<file path="config.mk">
export PLATFORM = sky130hd
export DESIGN_NAME = spi_nor_flash_command_sequencer_top_flat
export DESIGN_NICKNAME = d
export VERILOG_FILES = /design/src/rtl/sncs_pkg.sv /design/src/rtl/sncs_if.sv /design/src/rtl/sncs_front.sv /design/src/rtl/sncs_queue.sv /design/src/rtl/sncs_back.sv /design/src/rtl/spi_nor_flash_command_sequencer_top.sv /design/src/flat_wrapper.sv
export SDC_FILE = /design/constraint.sdc
export NUM_CORES = 1
export LEC_CHECK = 0
export BUFFER_PORTS_ARGS = -buffer_cell sky130_fd_sc_hd__buf_2
export CORE_UTILIZATION = 50
export CTS_CLUSTER_DIAMETER = 60
export DETAILED_ROUTE_END_ITERATION = 16
export PLACE_DENSITY = 0.68
export RECOVER_POWER = 50
export SLEW_MARGIN = 40
export SYNTH_ARGS = -nofsm -noshare
export SYNTH_HDL_FRONTEND = slang
export SYNTH_SLANG_ARGS = --single-unit
</file>
<file path="constraint.sdc">
create_clock -name clk -period 4.8 [get_ports clk]
set_clock_uncertainty 0.15 [all_clocks]
set_input_delay 0.96 -clock clk [delete_from_list [all_inputs] [get_ports clk]]
set_output_delay 0.96 -clock clk [all_outputs]
set_load 0.03 [all_outputs]
</file>
<file path="src/rtl/sncs_pkg.sv">
// ---------------------------------------------------------------------------
// sncs_pkg
// shared types, codes and helpers of the spi nor flash command sequencer
// ---------------------------------------------------------------------------
package sncs_pkg;

  localparam int CHUNK_BYTES  = 256;
  localparam int ID_BYTES     = 4;
  localparam int ADDRESS_BITS = 24;
  localparam int GROUP_SIZE   = 4;

  localparam logic [23:0] ADDR_MASK = 24'((25'd1 << ADDRESS_BITS) - 25'd1);

  localparam logic [7:0] OPC_READ    = 8'h03;
  localparam logic [7:0] OPC_PROGRAM = 8'h02;
  localparam logic [7:0] OPC_WREN    = 8'h06;
  localparam logic [7:0] OPC_STATUS  = 8'h05;
  localparam logic [7:0] OPC_ERASE   = 8'hd8;
  localparam logic [7:0] OPC_RES     = 8'hab;
  localparam logic [7:0] OPC_JEDEC   = 8'h9f;
  localparam logic [7:0] DUMMY_BYTE  = 8'hff;

  localparam logic [23:0] ID_SMALL_A = 24'h20ba18;
  localparam logic [23:0] ID_SMALL_B = 24'h012018;
  localparam logic [23:0] ID_LARGE   = 24'h202018;

  typedef enum logic [1:0] {
    CMD_HOST = 2'd0,
    CMD_DATA = 2'd1,
    CMD_RECV = 2'd2,
    CMD_NONE = 2'd3
  } command_t;

  typedef enum logic [1:0] {
    OP_READ    = 2'd0,
    OP_PROGRAM = 2'd1,
    OP_ERASE   = 2'd2,
    OP_READID  = 2'd3
  } operation_t;

  typedef enum logic [2:0] {
    ACT_SELECT   = 3'd0,
    ACT_SEND     = 3'd1,
    ACT_DESELECT = 3'd2,
    ACT_READ     = 3'd3,
    ACT_WANT     = 3'd4,
    ACT_DONE     = 3'd5,
    ACT_UNKNOWN  = 3'd6
  } action_t;

  typedef enum logic [3:0] {
    PH_IDLE,
    PH_ADDR,
    PH_RDDATA,
    PH_WANT,
    PH_PDATA,
    PH_WREN,
    PH_STCMD,
    PH_STDATA,
    PH_ID1,
    PH_ID2
  } phase_t;

  // results caused by one request, oldest in slot 0
  typedef struct packed {
    logic [2:0]                  count;
    logic [GROUP_SIZE-1:0][2:0]  act;
    logic [GROUP_SIZE-1:0][7:0]  bytes;
  } group_t;

  function automatic group_t put(group_t g, action_t a, logic [7:0] b);
    group_t r;
    r = g;
    r.act[g.count[1:0]]   = a;
    r.bytes[g.count[1:0]] = b;
    r.count               = g.count + 3'd1;
    return r;
  endfunction

endpackage

</file>
<file path="src/rtl/sncs_if.sv">
// ---------------------------------------------------------------------------
// sncs request and result channels
// valid/ready channels carrying requests in and spi steps out
// ---------------------------------------------------------------------------
interface sncs_req_if;
  logic        valid;
  logic        ready;
  logic [1:0]  command;
  logic [1:0]  operation;
  logic [23:0] address;
  logic [24:0] length;
  logic [7:0]  data_byte;

  modport source (output valid, command, operation, address, length, data_byte,
                  input ready);
  modport sink (input valid, command, operation, address, length, data_byte,
                output ready);
endinterface

interface sncs_rsp_if;
  logic        valid;
  logic        ready;
  logic [2:0]  action;
  logic [7:0]  out_byte;
  logic        last;

  modport source (output valid, action, out_byte, last, input ready);
  modport sink (input valid, action, out_byte, last, output ready);
endinterface

</file>
<file path="src/rtl/sncs_front.sv">
// ---------------------------------------------------------------------------
// sncs_front
// takes requests, steps the sequencer state and builds each result group
// ---------------------------------------------------------------------------
module sncs_front (
  input  logic                clk,
  input  logic                rst,
  input  logic                in_valid,
  output logic                in_ready,
  input  logic [1:0]          command,
  input  logic [1:0]          operation,
  input  logic [23:0]         address,
  input  logic [24:0]         length,
  input  logic [7:0]          data_byte,
  input  logic                q_full,
  output logic                push,
  output sncs_pkg::group_t    grp
);

  sncs_pkg::phase_t     phase, phase_next;
  sncs_pkg::operation_t current_operation, current_operation_next;
  logic [23:0]          running_address, running_address_next;
  logic [24:0]          bytes_left, bytes_left_next;
  logic [8:0]           chunk_count, chunk_count_next;
  logic [2:0]           byte_index, byte_index_next;
  logic [23:0]          id_bytes, id_bytes_next;
  logic                 sector_is_large, sector_is_large_next;
  logic                 accept;
  logic [24:0]          sector;
  logic [24:0]          left_dec;
  logic [8:0]           chunk_dec;

  assign in_ready = !q_full;
  assign accept   = in_valid && in_ready;
  assign push     = accept && (grp.count != 3'd0);

  always_comb begin
    phase_next             = phase;
    current_operation_next = current_operation;
    running_address_next   = running_address;
    bytes_left_next        = bytes_left;
    chunk_count_next       = chunk_count;
    byte_index_next        = byte_index;
    id_bytes_next          = id_bytes;
    sector_is_large_next   = sector_is_large;
    grp                    = '0;
    sector    = sector_is_large ? 25'h40000 : 25'h10000;
    left_dec  = (bytes_left != 25'd0) ? bytes_left - 25'd1 : 25'd0;
    chunk_dec = (chunk_count != 9'd0) ? chunk_count - 9'd1 : 9'd0;

    case (sncs_pkg::command_t'(command))
      sncs_pkg::CMD_HOST: begin
        if (phase == sncs_pkg::PH_IDLE) begin
          current_operation_next = sncs_pkg::operation_t'(operation);
          running_address_next   = address & sncs_pkg::ADDR_MASK;
          bytes_left_next        = length;
          byte_index_next        = 3'd0;
          if (operation != sncs_pkg::OP_READID && length == 25'd0) begin
            grp = sncs_pkg::put(grp, sncs_pkg::ACT_DONE, 8'h00);
          end else if (operation == sncs_pkg::OP_READ) begin
            grp = sncs_pkg::put(grp, sncs_pkg::ACT_SELECT, 8'h00);
            grp = sncs_pkg::put(grp, sncs_pkg::ACT_SEND, sncs_pkg::OPC_READ);
            phase_next = sncs_pkg::PH_ADDR;
          end else if (operation == sncs_pkg::OP_PROGRAM) begin
            chunk_count_next = (length > 25'(sncs_pkg::CHUNK_BYTES)) ?
                               9'(sncs_pkg::CHUNK_BYTES) : length[8:0];
            grp = sncs_pkg::put(grp, sncs_pkg::ACT_SELECT, 8'h00);
            grp = sncs_pkg::put(grp, sncs_pkg::ACT_SEND, sncs_pkg::OPC_WREN);
            phase_next = sncs_pkg::PH_WREN;
          end else begin
            grp = sncs_pkg::put(grp, sncs_pkg::ACT_SELECT, 8'h00);
            grp = sncs_pkg::put(grp, sncs_pkg::ACT_SEND, sncs_pkg::OPC_RES);
            phase_next = sncs_pkg::PH_ID1;
          end
        end
      end
      sncs_pkg::CMD_DATA: begin
        if (phase == sncs_pkg::PH_WANT) begin
          grp = sncs_pkg::put(grp, sncs_pkg::ACT_SEND, data_byte);
          phase_next = sncs_pkg::PH_PDATA;
        end
      end
      sncs_pkg::CMD_RECV: begin
        case (phase)
          sncs_pkg::PH_ADDR: begin
            if (byte_index < 3'd3) begin
              case (byte_index[1:0])
                2'd0: grp = sncs_pkg::put(grp, sncs_pkg::ACT_SEND,
                                          running_address[23:16]);
                2'd1: grp = sncs_pkg::put(grp, sncs_pkg::ACT_SEND,
                                          running_address[15:8]);
                default: grp = sncs_pkg::put(grp, sncs_pkg::ACT_SEND,
                                             running_address[7:0]);
              endcase
              byte_index_next = byte_index + 3'd1;
            end else if (current_operation == sncs_pkg::OP_READ) begin
              grp = sncs_pkg::put(grp, sncs_pkg::ACT_SEND, sncs_pkg::DUMMY_BYTE);
              phase_next = sncs_pkg::PH_RDDATA;
            end else if (current_operation == sncs_pkg::OP_PROGRAM) begin
              grp = sncs_pkg::put(grp, sncs_pkg::ACT_WANT, 8'h00);
              phase_next = sncs_pkg::PH_WANT;
            end else begin
              grp = sncs_pkg::put(grp, sncs_pkg::ACT_DESELECT, 8'h00);
              bytes_left_next = (bytes_left > sector) ? bytes_left - sector : 25'd0;
              running_address_next = (running_address + sector[23:0]) &
                                     sncs_pkg::ADDR_MASK;
              grp = sncs_pkg::put(grp, sncs_pkg::ACT_SELECT, 8'h00);
              grp = sncs_pkg::put(grp, sncs_pkg::ACT_SEND, sncs_pkg::OPC_STATUS);
              phase_next = sncs_pkg::PH_STCMD;
            end
          end
          sncs_pkg::PH_RDDATA: begin
            grp = sncs_pkg::put(grp, sncs_pkg::ACT_READ, data_byte);
            bytes_left_next = left_dec;
            if (left_dec != 25'd0) begin
              grp = sncs_pkg::put(grp, sncs_pkg::ACT_SEND, sncs_pkg::DUMMY_BYTE);
            end else begin
              grp = sncs_pkg::put(grp, sncs_pkg::ACT_DESELECT, 8'h00);
              grp = sncs_pkg::put(grp, sncs_pkg::ACT_DONE, 8'h00);
              phase_next = sncs_pkg::PH_IDLE;
            end
          end
          sncs_pkg::PH_PDATA: begin
            chunk_count_next     = chunk_dec;
            bytes_left_next      = left_dec;
            running_address_next = (running_address + 24'd1) & sncs_pkg::ADDR_MASK;
            if (chunk_dec != 9'd0) begin
              grp = sncs_pkg::put(grp, sncs_pkg::ACT_WANT, 8'h00);
              phase_next = sncs_pkg::PH_WANT;
            end else begin
              grp = sncs_pkg::put(grp, sncs_pkg::ACT_DESELECT, 8'h00);
              grp = sncs_pkg::put(grp, sncs_pkg::ACT_SELECT, 8'h00);
              grp = sncs_pkg::put(grp, sncs_pkg::ACT_SEND, sncs_pkg::OPC_STATUS);
              phase_next = sncs_pkg::PH_STCMD;
            end
          end
          sncs_pkg::PH_WREN: begin
            grp = sncs_pkg::put(grp, sncs_pkg::ACT_DESELECT, 8'h00);
            grp = sncs_pkg::put(grp, sncs_pkg::ACT_SELECT, 8'h00);
            grp = sncs_pkg::put(grp, sncs_pkg::ACT_SEND,
                                (current_operation == sncs_pkg::OP_PROGRAM) ?
                                sncs_pkg::OPC_PROGRAM : sncs_pkg::OPC_ERASE);
            byte_index_next = 3'd0;
            phase_next      = sncs_pkg::PH_ADDR;
          end
          sncs_pkg::PH_STCMD: begin
            grp = sncs_pkg::put(grp, sncs_pkg::ACT_SEND, sncs_pkg::DUMMY_BYTE);
            phase_next = sncs_pkg::PH_STDATA;
          end
          sncs_pkg::PH_STDATA: begin
            grp = sncs_pkg::put(grp, sncs_pkg::ACT_DESELECT, 8'h00);
            if (data_byte[0]) begin
              grp = sncs_pkg::put(grp, sncs_pkg::ACT_SELECT, 8'h00);
              grp = sncs_pkg::put(grp, sncs_pkg::ACT_SEND, sncs_pkg::OPC_STATUS);
              phase_next = sncs_pkg::PH_STCMD;
            end else if (bytes_left != 25'd0) begin
              if (current_operation == sncs_pkg::OP_PROGRAM) begin
                chunk_count_next = (bytes_left > 25'(sncs_pkg::CHUNK_BYTES)) ?
                                   9'(sncs_pkg::CHUNK_BYTES) : bytes_left[8:0];
              end
              grp = sncs_pkg::put(grp, sncs_pkg::ACT_SELECT, 8'h00);
              grp = sncs_pkg::put(grp, sncs_pkg::ACT_SEND, sncs_pkg::OPC_WREN);
              phase_next = sncs_pkg::PH_WREN;
            end else begin
              grp = sncs_pkg::put(grp, sncs_pkg::ACT_DONE, 8'h00);
              phase_next = sncs_pkg::PH_IDLE;
            end
          end
          sncs_pkg::PH_ID1: begin
            if (current_operation == sncs_pkg::OP_READID && byte_index != 3'd0) begin
              grp = sncs_pkg::put(grp, sncs_pkg::ACT_READ, data_byte);
            end
            if (byte_index < 3'(sncs_pkg::ID_BYTES)) begin
              grp = sncs_pkg::put(grp, sncs_pkg::ACT_SEND, sncs_pkg::DUMMY_BYTE);
              byte_index_next = byte_index + 3'd1;
            end else begin
              grp = sncs_pkg::put(grp, sncs_pkg::ACT_DESELECT, 8'h00);
              grp = sncs_pkg::put(grp, sncs_pkg::ACT_SELECT, 8'h00);
              grp = sncs_pkg::put(grp, sncs_pkg::ACT_SEND, sncs_pkg::OPC_JEDEC);
              byte_index_next = 3'd0;
              id_bytes_next   = 24'd0;
              phase_next      = sncs_pkg::PH_ID2;
            end
          end
          sncs_pkg::PH_ID2: begin
            if (byte_index >= 3'd1 && byte_index <= 3'd3) begin
              id_bytes_next = {id_bytes[15:0], data_byte};
            end
            if (current_operation == sncs_pkg::OP_READID && byte_index != 3'd0) begin
              grp = sncs_pkg::put(grp, sncs_pkg::ACT_READ, data_byte);
            end
            if (byte_index < 3'(sncs_pkg::ID_BYTES)) begin
              grp = sncs_pkg::put(grp, sncs_pkg::ACT_SEND, sncs_pkg::DUMMY_BYTE);
              byte_index_next = byte_index + 3'd1;
            end else begin
              grp = sncs_pkg::put(grp, sncs_pkg::ACT_DESELECT, 8'h00);
              if (current_operation == sncs_pkg::OP_READID) begin
                grp = sncs_pkg::put(grp, sncs_pkg::ACT_DONE, 8'h00);
                phase_next = sncs_pkg::PH_IDLE;
              end else if (id_bytes == sncs_pkg::ID_SMALL_A ||
                           id_bytes == sncs_pkg::ID_SMALL_B ||
                           id_bytes == sncs_pkg::ID_LARGE) begin
                sector_is_large_next = (id_bytes == sncs_pkg::ID_LARGE);
                if (current_operation == sncs_pkg::OP_PROGRAM) begin
                  chunk_count_next = (bytes_left > 25'(sncs_pkg::CHUNK_BYTES)) ?
                                     9'(sncs_pkg::CHUNK_BYTES) : bytes_left[8:0];
                end
                grp = sncs_pkg::put(grp, sncs_pkg::ACT_SELECT, 8'h00);
                grp = sncs_pkg::put(grp, sncs_pkg::ACT_SEND, sncs_pkg::OPC_WREN);
                phase_next = sncs_pkg::PH_WREN;
              end else begin
                grp = sncs_pkg::put(grp, sncs_pkg::ACT_UNKNOWN, 8'h00);
                phase_next = sncs_pkg::PH_IDLE;
              end
            end
          end
          default: ;
        endcase
      end
      default: ;
    endcase
  end

  always_ff @(posedge clk) begin
    if (rst) begin
      phase             <= sncs_pkg::PH_IDLE;
      current_operation <= sncs_pkg::OP_READ;
      running_address   <= '0;
      bytes_left        <= '0;
      chunk_count       <= '0;
      byte_index        <= '0;
      id_bytes          <= '0;
      sector_is_large   <= 1'b0;
    end else if (accept) begin
      phase             <= phase_next;
      current_operation <= current_operation_next;
      running_address   <= running_address_next;
      bytes_left        <= bytes_left_next;
      chunk_count       <= chunk_count_next;
      byte_index        <= byte_index_next;
      id_bytes          <= id_bytes_next;
      sector_is_large   <= sector_is_large_next;
    end
  end

endmodule

</file>
<file path="src/rtl/sncs_queue.sv">
// ---------------------------------------------------------------------------
// sncs_queue
// two-entry queue of result groups between front and back
// ---------------------------------------------------------------------------
module sncs_queue (
  input  logic             clk,
  input  logic             rst,
  input  logic             push,
  input  sncs_pkg::group_t wr_grp,
  input  logic             pop,
  output logic             full,
  output logic             empty,
  output sncs_pkg::group_t rd_grp
);

  sncs_pkg::group_t mem [2];
  logic             wr_ptr;
  logic             rd_ptr;
  logic [1:0]       fill;

  assign full   = (fill == 2'd2);
  assign empty  = (fill == 2'd0);
  assign rd_grp = mem[rd_ptr];

  always_ff @(posedge clk) begin
    if (push) begin
      mem[wr_ptr] <= wr_grp;
    end
  end

  always_ff @(posedge clk) begin
    if (rst) begin
      wr_ptr <= 1'b0;
      rd_ptr <= 1'b0;
      fill   <= 2'd0;
    end else begin
      if (push) wr_ptr <= !wr_ptr;
      if (pop)  rd_ptr <= !rd_ptr;
      fill <= fill + 2'(push) - 2'(pop);
    end
  end

endmodule

</file>
<file path="src/rtl/sncs_back.sv">
// ---------------------------------------------------------------------------
// sncs_back
// walks through the queued group and hands out one result a cycle while out_ready is high
// ---------------------------------------------------------------------------
module sncs_back (
  input  logic             clk,
  input  logic             rst,
  input  logic             empty,
  input  sncs_pkg::group_t grp,
  output logic             pop,
  output logic             out_valid,
  input  logic             out_ready,
  output logic [2:0]       action,
  output logic [7:0]       out_byte,
  output logic             last
);

  logic [1:0] slot;
  logic       take;

  assign out_valid = !empty;
  assign action    = grp.act[slot];
  assign out_byte  = grp.bytes[slot];
  assign last      = ({1'b0, slot} == grp.count - 3'd1);
  assign take      = out_valid && out_ready;
  assign pop       = take && last;

  always_ff @(posedge clk) begin
    if (rst) begin
      slot <= 2'd0;
    end else if (take) begin
      slot <= last ? 2'd0 : slot + 2'd1;
    end
  end

endmodule

</file>
<file path="src/rtl/spi_nor_flash_command_sequencer_top.sv">
// ---------------------------------------------------------------------------
// spi_nor_flash_command_sequencer_top
// turns flash requests into select, send, deselect and host result steps
// ---------------------------------------------------------------------------
// usage
//   req carries host requests (read, program, erase, read id), program data
//   bytes and bytes received from the spi shifter outside this block
//   rsp carries the resulting steps, one per transfer; last marks the final
//   step caused by one request
// flow
//   a request is taken while req ready is high; its steps (one to four) are
//   queued and appear one per cycle while rsp ready is high; req ready drops
//   only when the two-entry group queue is full
// reset
//   rst, synchronous: sequencer returns to idle, queue and step index clear
// stalls
//   when rsp ready is low the current step holds; the front keeps taking
//   requests until both queue entries are occupied
// ---------------------------------------------------------------------------
module spi_nor_flash_command_sequencer_top (
  input  logic       clk,
  input  logic       rst,
  sncs_req_if.sink   req,
  sncs_rsp_if.source rsp
);

  // group from the front, waiting to be serialised
  sncs_pkg::group_t wr_grp;
  sncs_pkg::group_t rd_grp;
  logic             push;
  logic             pop;
  logic             full;
  logic             empty;

  // front: owns the sequencer state and builds one group per request
  sncs_front u_front (
    .clk       (clk),
    .rst       (rst),
    .in_valid  (req.valid),
    .in_ready  (req.ready),
    .command   (req.command),
    .operation (req.operation),
    .address   (req.address),
    .length    (req.length),
    .data_byte (req.data_byte),
    .q_full    (full),
    .push      (push),
    .grp       (wr_grp)
  );

  // queue decouples request intake from result delivery
  sncs_queue u_queue (
    .clk    (clk),
    .rst    (rst),
    .push   (push),
    .wr_grp (wr_grp),
    .pop    (pop),
    .full   (full),
    .empty  (empty),
    .rd_grp (rd_grp)
  );

  // back: one step per accepted transfer
  sncs_back u_back (
    .clk       (clk),
    .rst       (rst),
    .empty     (empty),
    .grp       (rd_grp),
    .pop       (pop),
    .out_valid (rsp.valid),
    .out_ready (rsp.ready),
    .action    (rsp.action),
    .out_byte  (rsp.out_byte),
    .last      (rsp.last)
  );

endmodule

</file>
<file path="src/flat_wrapper.sv">
// flat-port wrapper written by rule: the top's interface ports become plain ports
module spi_nor_flash_command_sequencer_top_flat 
  (clk, rst, req_valid, req_command, req_operation, req_address, req_length, req_data_byte, req_ready, rsp_valid, rsp_action, rsp_out_byte, rsp_last, rsp_ready);
  sncs_req_if req_i ();
  sncs_rsp_if rsp_i ();
  input  logic clk;
  input  logic rst;
  input wire logic [$bits(req_i.valid)-1:0] req_valid;
  input wire logic [$bits(req_i.command)-1:0] req_command;
  input wire logic [$bits(req_i.operation)-1:0] req_operation;
  input wire logic [$bits(req_i.address)-1:0] req_address;
  input wire logic [$bits(req_i.length)-1:0] req_length;
  input wire logic [$bits(req_i.data_byte)-1:0] req_data_byte;
  output wire logic [$bits(req_i.ready)-1:0] req_ready;
  output wire logic [$bits(rsp_i.valid)-1:0] rsp_valid;
  output wire logic [$bits(rsp_i.action)-1:0] rsp_action;
  output wire logic [$bits(rsp_i.out_byte)-1:0] rsp_out_byte;
  output wire logic [$bits(rsp_i.last)-1:0] rsp_last;
  input wire logic [$bits(rsp_i.ready)-1:0] rsp_ready;
  assign req_i.valid = req_valid;
  assign req_i.command = req_command;
  assign req_i.operation = req_operation;
  assign req_i.address = req_address;
  assign req_i.length = req_length;
  assign req_i.data_byte = req_data_byte;
  assign req_ready = req_i.ready;
  assign rsp_valid = rsp_i.valid;
  assign rsp_action = rsp_i.action;
  assign rsp_out_byte = rsp_i.out_byte;
  assign rsp_last = rsp_i.last;
  assign rsp_i.ready = rsp_ready;
  spi_nor_flash_command_sequencer_top u_core (.clk(clk), .rst(rst), .req(req_i), .rsp(rsp_i));
endmodule
</file>
==> results of run 1 <==
[how the worst max path moves through the flow]
stage | slack (ns) | cells after the start | startpoint | to
5_1_grt | 0.34 | 11 | req_command[0] | u_core.u_front.bytes_left[11]$_SDFFE_PP0P_
2_1_floorplan | 0.31 | 10 | req_command[0] | u_core.u_queue.mem[1][0]$_DFFE_PP_
3_3_place_gp | 1.01 | 11 | req_command[0] | u_core.u_front.bytes_left[12]$_SDFFE_PP0P_
6_report | 0.70 | 11 | req_command[0] | u_core.u_front.bytes_left[13]$_SDFFE_PP0P_
4_1_cts | 0.94 | 13 | u_core.u_front.bytes_left[4]$_SDFFE_PP0P_ | u_core.u_queue.fill[1]$_SDFF_PP0_
3_5_place_dp | 0.93 | 12 | req_command[0] | u_core.u_front.bytes_left[11]$_SDFFE_PP0P_
[power by group through the flow]
stage | Clock [mW] | Combinational [mW] | Sequential, mW
finish | 1.32 | 0.658 | 1.53
global route | 1.39 | 0.728 | 1.53
CTS | 1.33 | 0.659 | 1.52
detailed placement | 0 | 0.656 | 1.55
global placement | 0 | 0.649 | 1.55
floorplan | 0 | 0.503 | 1.52
[cells by family (layout without fill, tap and decap cells)]
logic type,count (synthesis),after routing
adder cells (fa/ha/maj),22,22
AND/OR/NAND/NOR,473,473
other,1,2
XOR/XNOR,27,27
multiplexers,29,29
AO/OA/AOI/OAI,375,375
buffers and inverters,126,173
flip-flops,161,161
[metal layers]
metal  track usage, %  wire length, microns  up-vias
met3             3.96                  1720       51
met1             38.5                 12700     4446
met5                0                    13        -
li1                 -                     -     4572
met4             10.2                   717        2
met2             43.1                 12600      359
[state kept, by name, summed over array words and instances (netlist names), named ones only]
register and flops:
u_core.u_front.sector_is_large 1, u_core.u_front.phase 4, u_core.u_front.bytes_left 25, u_core.u_back.slot 2, u_core.u_front.id_bytes 24, u_core.u_queue.rd_ptr 1
u_core.u_front.running_address 24, u_core.u_front.byte_index 3, u_core.u_queue.fill 2, u_core.u_queue.wr_ptr 1, u_core.u_front.current_operation 2, u_core.u_queue.mem 62
u_core.u_front.chunk_count 9
[layout by cell type, fill, tap and decap left out, types with 9 or more instances in the layout]
master,synthesis,routed
nand3b_1,9,9
nand2_1,127,127
or3_1,10,10
xnor2_1,16,16
mux2i_1,15,15
buf_4,3,21
o21ai_0,90,90
clkbuf_16,0,17
nor3_1,31,31
inv_1,39,39
xor2_1,11,11
or4_1,9,10
nor2_1,119,117
ha_1,22,22
nor2b_1,17,17
nand2b_1,13,13
a211oi_1,43,41
a21oi_1,117,117
nor4_1,25,25
nand3_1,55,55
a22oi_1,25,25
clkbuf_1,73,17
nand4_1,20,20
buf_2,2,63
edfxtp_1,62,62
o22ai_1,11,11
dfxtp_1,99,98
[cell type report]
type | count | area [sq um] | share of cell area (%)
Clock buffer | 18 | 429 | 3.88
Timing Repair Buffer | 102 | 543 | 4.91
Tap cell | 265 | 332 | 3.00
Clock inverter | 14 | 130 | 1.18
Inverter | 39 | 146 | 1.32
Sequential cell | 161 | 3840 | 34.7
Multi-Input combinational cell | 928 | 5640 | 51.0
[critical path, delay by kind of cell]
| kind | cells | cell delay (ns) |
|---|---|---|
| buf+inv | 4 | 1.51 |
| compound gates | 3 | 0.82 |
| simple gates | 3 | 0.81 |
| fa+ha+maj | 1 | 0.17 |
[stage by stage]
| step | cells | util [%] |
|---|---|---|
| 2_1_floorplan | 1215 | - |
| 3_3_place_gp | 1495 | 54.0 |
| 3_5_place_dp | 1495 | 54.1 |
| 4_1_cts | 1527 | 56.9 |
| 5_1_grt | 1527 | 56.7 |
| 6_report | 1527 | 56.7 |
==> impl_metrics.yaml, run 1 <==
outcome:
  status: "complete, no violations"
cts:
  tritoncts: "built"
  hold_buffers: 0
  clock_tree.buffer_depth: 2
  clock-sinks: 161
  root_buffer: "clkbuf_16"
  postCtsSetupBuffers: 0
  post_cts_resized: 0
  clkTransAtPathRegs_ns: 0.07
  ctsHtreeMaxLevel: 4
  clock_latency_ns: 0.43
  numCtsBuffers: 17
synthesis:
  synth_top_family_by_area: "compound AO/OA/AOI/OAI gates"
  synth_edf_count: 62
  yosysTopAreaCell: "dfxtp_1"
  synth-simple-area-share_pct: 23.7
  synth_seq_cells: 161
  synth-compound-area-share_pct: 23.8
  avgSynthCellArea_sq_um: 8.21
  netlist-cell-type-count: 77
  synth-xor-area-share_pct: 2.37
  yosysWarningCount: 0
  async_flop_share_pct: 0
  synth_seq_area_share_pct: 38.6
  ys_top_cells_by_count: "127 x nand2_1, 119 x nor2_1, 117 x a21oi_1, 99 x dfxtp_1, 90 x o21ai_0"
  netlist_area_sq_mm: 0.00996
  synth_adder_area_share_pct: 2.76
  synth_top_area_share_pct: 19.9
  synth.area.top_cells: "dfxtp_1 20%, edfxtp_1 19%, a21oi_1 5.9%, nand2_1 4.8%, o21ai_0 4.5%"
  synthCells: 1214
  muxShareOfSynthArea_pct: 3.77
  synth_ff_type: "dfxtp_1"
  yosysMostFrequentCell: "nand2_1"
critical_path:
  cpPeakStageDelay_ns: 1.04
  r2r_start: "u_core.u_front.bytes_left[0]$_SDFFE_PP0P_"
  crit_required_ns: 5.00
  critPathSlowestCell: "clkbuf_2"
  worst_setup_path_start_kind: "input pin"
  path_class: "input pin to flip-flop"
  reg2reg_to: "u_core.u_front.phase[1]$_SDFFE_PP0P_"
  arrival_ns: 4.30
  rr_worst_depth: 10
  path_max_fanout: 72
  worstPathCellList: "clkbuf_1, inv_1, ha_1, clkbuf_2, nand2b_1, a221oi_1, a21o_1, and2_0, buf_4, nor2_1, a211oi_1"
  end_kind: "flip-flop"
  r2r_setup_slack_ns: 0.87
hold_path:
  whs_endpoint: "u_core.u_front.id_bytes[12]$_SDFFE_PP0P_"
  min_from: "u_core.u_front.id_bytes[12]$_SDFFE_PP0P_"
  hp-class: "flip-flop to flip-flop"
  worstHoldPathCells: 2
finish:
  n_antenna_cell: 0
  fillers: 1836
  drive_above_1_share_pct: 12.4
  areaGrowthSynthToFinish_pct: 11.1
  final_area_sq_mm: 0.0111
  final_nets: 1336
timing:
  fmax_ghz: 0.244
  hold_viol: 0
  max_slew_margin_pct: 3.61
  min_period_ns: 4.10
  rsz0062_at_grt: "false"
  setup_ws_ns: 0.705
  maxSlewViolCount: 0
  whs_ns: 0.329
  fin_crit_sh_pct: 85.3
  tns_ns: 0
  setup_violations: 0
  worst_pin_slew_ns: 1.45
detailed_routing:
  drt_iter0_markers: 783
  drt-total-wl_microns: 27800
  via_per_inst: 6.18
  wire_per_inst_microns: 18.2
  ant_nets: 0
  vias: 9430
  dr.pass1.iters: 5
  drc: 0
pwr:
  seq_power_share_pct: 43.6
  switching_share_pct: 30.4
  p_sw_mw: 1.06
  ir_drop_uv: 249
  combPwrFrac_pct: 18.8
  power.total_mw: 3.50
  p_leak_nw: 3.84
  power-per-cell-area_mw_per_mm2: 316
  power.internal_mw: 2.44
  clockPowerShare_pct: 37.6
grt:
  grt_pass1_vias: 8514
  track_usage_pct: 27.6
  grt_first_pass_wirelength_microns: 44300
  grt_max_degree: 73
  antenna_found_initial: 1
  global_route.overflow_total: 0
die:
  die-area_sq_mm: 0.0205
  die_width_microns: 143
  ioPinCount: 79
  coreArea_sq_mm: 0.0195
  num_rows: 51
  die_h_microns: 143
  initial_core_util_pct: 51.0
placement:
  pre_cts_slack_ns: 0.928
  place_area_sq_mm: 0.0106
  globalplace.congestion: 0.937
  port-buffer-count: 78
  place_hpwl_microns: 19700
job:
  cap_violations: 0
(Power assumes the default switching activity.)
==> run 2, diff against run 1 <==
--- a/config.mk
+++ b/config.mk
@@ -9,7 +9,7 @@
 export CORE_UTILIZATION = 50
 export CTS_CLUSTER_DIAMETER = 60
 export DETAILED_ROUTE_END_ITERATION = 16
-export PLACE_DENSITY = 0.68
+export PLACE_DENSITY = 0.71
 export RECOVER_POWER = 50
 export SLEW_MARGIN = 40
 export SYNTH_ARGS = -nofsm -noshare
==> constraint.sdc (replaced) <==
create_clock -name clk -period 3.5 [get_ports clk]
set_clock_uncertainty 0.15 [all_clocks]
set_input_delay 0.7 -clock clk [delete_from_list [all_inputs] [get_ports clk]]
set_output_delay 0.7 -clock clk [all_outputs]
set_load 0.03 [all_outputs]
==> run 2 against run 1 <==
Utilization grew 3.1 points. Cell area grew 5.5%. First-iteration DRC count grew 14%. Critical path depth grew 2. Non-clock buffer count grew 70. Clock power grew 27%. Routed wire length grew 2.7%.
==> impl_metrics.yaml, run 2 (same netlist as run 1, synthesis figures left out) <==
finish:
  mostFrequentLayoutCell: "nand2_1"
  final_nets: 1406
  layout_common_cells: "127 x nand2_1, 118 x nor2_1, 116 x a21oi_1"
  regMostFlops: "u_core.u_queue.mem"
  finalNonFillerCells: 1597
  largest_register_ffs: 62
  n_antenna_cell: 0
  drive_above_1_share_pct: 17.9
  areaGrowthSynthToFinish_pct: 17.1
  top_regs: "u_core.u_queue.mem x62, u_core.u_front.bytes_left x25"
  final_area_sq_mm: 0.0117
timing:
  min_period_ns: 3.47
  maxSlewViolCount: 0
  rsz0062_at_grt: "true"
  whs_ns: 0.319
  setup_ws_ns: 0.0263
  fin_crit_sh_pct: 99.2
  fmax_ghz: 0.288
  hold_viol: 0
  setup_violations: 0
  max_slew_margin_pct: 12.5
  worst_pin_slew_ns: 1.31
pwr:
  power-per-cell-area_mw_per_mm2: 412
  combPwrFrac_pct: 22.3
  seq_power_share_pct: 43.0
  power.internal_mw: 3.36
  power.total_mw: 4.80
  p_sw_mw: 1.44
  ir_drop_uv: 332
  switching_share_pct: 30.0
  clockPowerShare_pct: 34.7
  p_leak_nw: 4.20
placement:
  place_inst: 1562
  place_area_sq_mm: 0.0111
  port-buffer-count: 78
  globalplace.congestion: 1.01
  pre_cts_slack_ns: -0.130
  place_hpwl_microns: 20500
die:
  coreArea_sq_mm: 0.0195
  initial_core_util_pct: 51.0
  die_width_microns: 143
  die_h_microns: 143
  ioPinCount: 79
  die-area_sq_mm: 0.0205
  num_rows: 51
cts:
  numCtsBuffers: 17
  root_buffer: "clkbuf_16"
  hold_buffers: 0
  clkTransAtPathRegs_ns: 0.06
  clock_tree.buffer_depth: 2
  tritoncts: "built"
  clock_latency_ns: 0.42
  clock-sinks: 161
  ctsHtreeMaxLevel: 4
critical_path:
  r2r_setup_slack_ns: 0.03
  end_kind: "flip-flop"
  worst_setup_path_start_kind: "flip-flop"
  arrival_ns: 3.62
  path_class: "flip-flop to flip-flop"
  crit_required_ns: 3.64
  path_max_fanout: 4
detailed_routing:
  via_per_inst: 6.10
  wire_per_inst_microns: 17.9
  dr.pass1.iters: 6
  ant_nets: 0
  drt-total-wl_microns: 28600
  vias: 9741
  drc: 0
  drt_iter0_markers: 894
grt:
  track_usage_pct: 28.2
  antenna_found_initial: 0
  grt_max_degree: 67
  grt_first_pass_wirelength_microns: 45400
  global_route.overflow_total: 0
  grt_pass1_vias: 8797
outcome:
  status: "complete, no violations"
job:
  cap_violations: 0
hold_path:
  hp-class: "flip-flop to flip-flop"
[run 2: worst max-delay path: stages, from the launching register on]
cell,delay [ns]
dfxtp_1,0.33
or4_1,0.54
o22a_1,0.23
nor4_2,0.36
o21ai_0,0.24
a41oi_2,0.29
nor4_4,0.07
or2_2,0.30
ha_1,0.28
inv_1,0.04
ha_1,0.18
xor2_1,0.15
xnor2_1,0.14
nor2_1,0.05
[run 2: worst paths after layout]
kind                                                          startpoint                                        to  cells after the start
worst min-delay path            u_core.u_front.id_bytes[17]$_SDFFE_PP0P_  u_core.u_front.id_bytes[17]$_SDFFE_PP0P_                      2
worst max-delay path             u_core.u_front.id_bytes[9]$_SDFFE_PP0P_         u_core.u_queue.fill[1]$_SDFF_PP0_                     13
worst max register to register   u_core.u_front.id_bytes[9]$_SDFFE_PP0P_         u_core.u_queue.fill[1]$_SDFF_PP0_                     13
worst min register to register  u_core.u_front.id_bytes[17]$_SDFFE_PP0P_  u_core.u_front.id_bytes[17]$_SDFFE_PP0P_                      2
[run 2: stage by stage]
stage / setup TNS, ns / util (%)
after detailed placement: -0.130 / 57.0
after floorplan: 0 / -
after global routing: -0.0220 / 59.8
final: 0 / 59.8
after CTS: 0 / 59.8
after global placement: 0 / 57.0
[run 2: area by class of cell]
cell class	count	area (sq um)
Clock inverter	11	65.1
Tap cell	265	332
Timing Repair Buffer	172	1100
Inverter	39	150
Fill cell	1782	7860
Clock buffer	21	450
Sequential cell	161	3840
Multi-Input combinational cell	928	5730
[run 2: routing by layer]
metal  share of wire, %  GRT usage, %  vias to the layer above
met5                  0             0                        -
met4                2.8          10.5                        0
met3                7.7          4.29                       59
met2                 45          44.0                      413
met1                 45          39.3                     4568
li1                   -             -                     4701
[run 2: timing repair]
action / CTS / global route
pin swaps: 2 / 4
endpoints found under the hold margin: 0 / 0
resized for setup: 4 / 7
buffers inserted: 1 / 2
endpoints found under the setup margin: 1 / 2
[run 2: power groups by stage]
stage | Combinational (mW) | Clock [mW] | Sequential (mW)
after global routing | 1.17 | 1.76 | 2.07
after global placement | 1.03 | 0 | 2.10
after detailed placement | 1.04 | 0 | 2.10
after CTS | 1.05 | 1.69 | 2.06
final | 1.07 | 1.67 | 2.07
after floorplan | 0.695 | 0 | 2.08
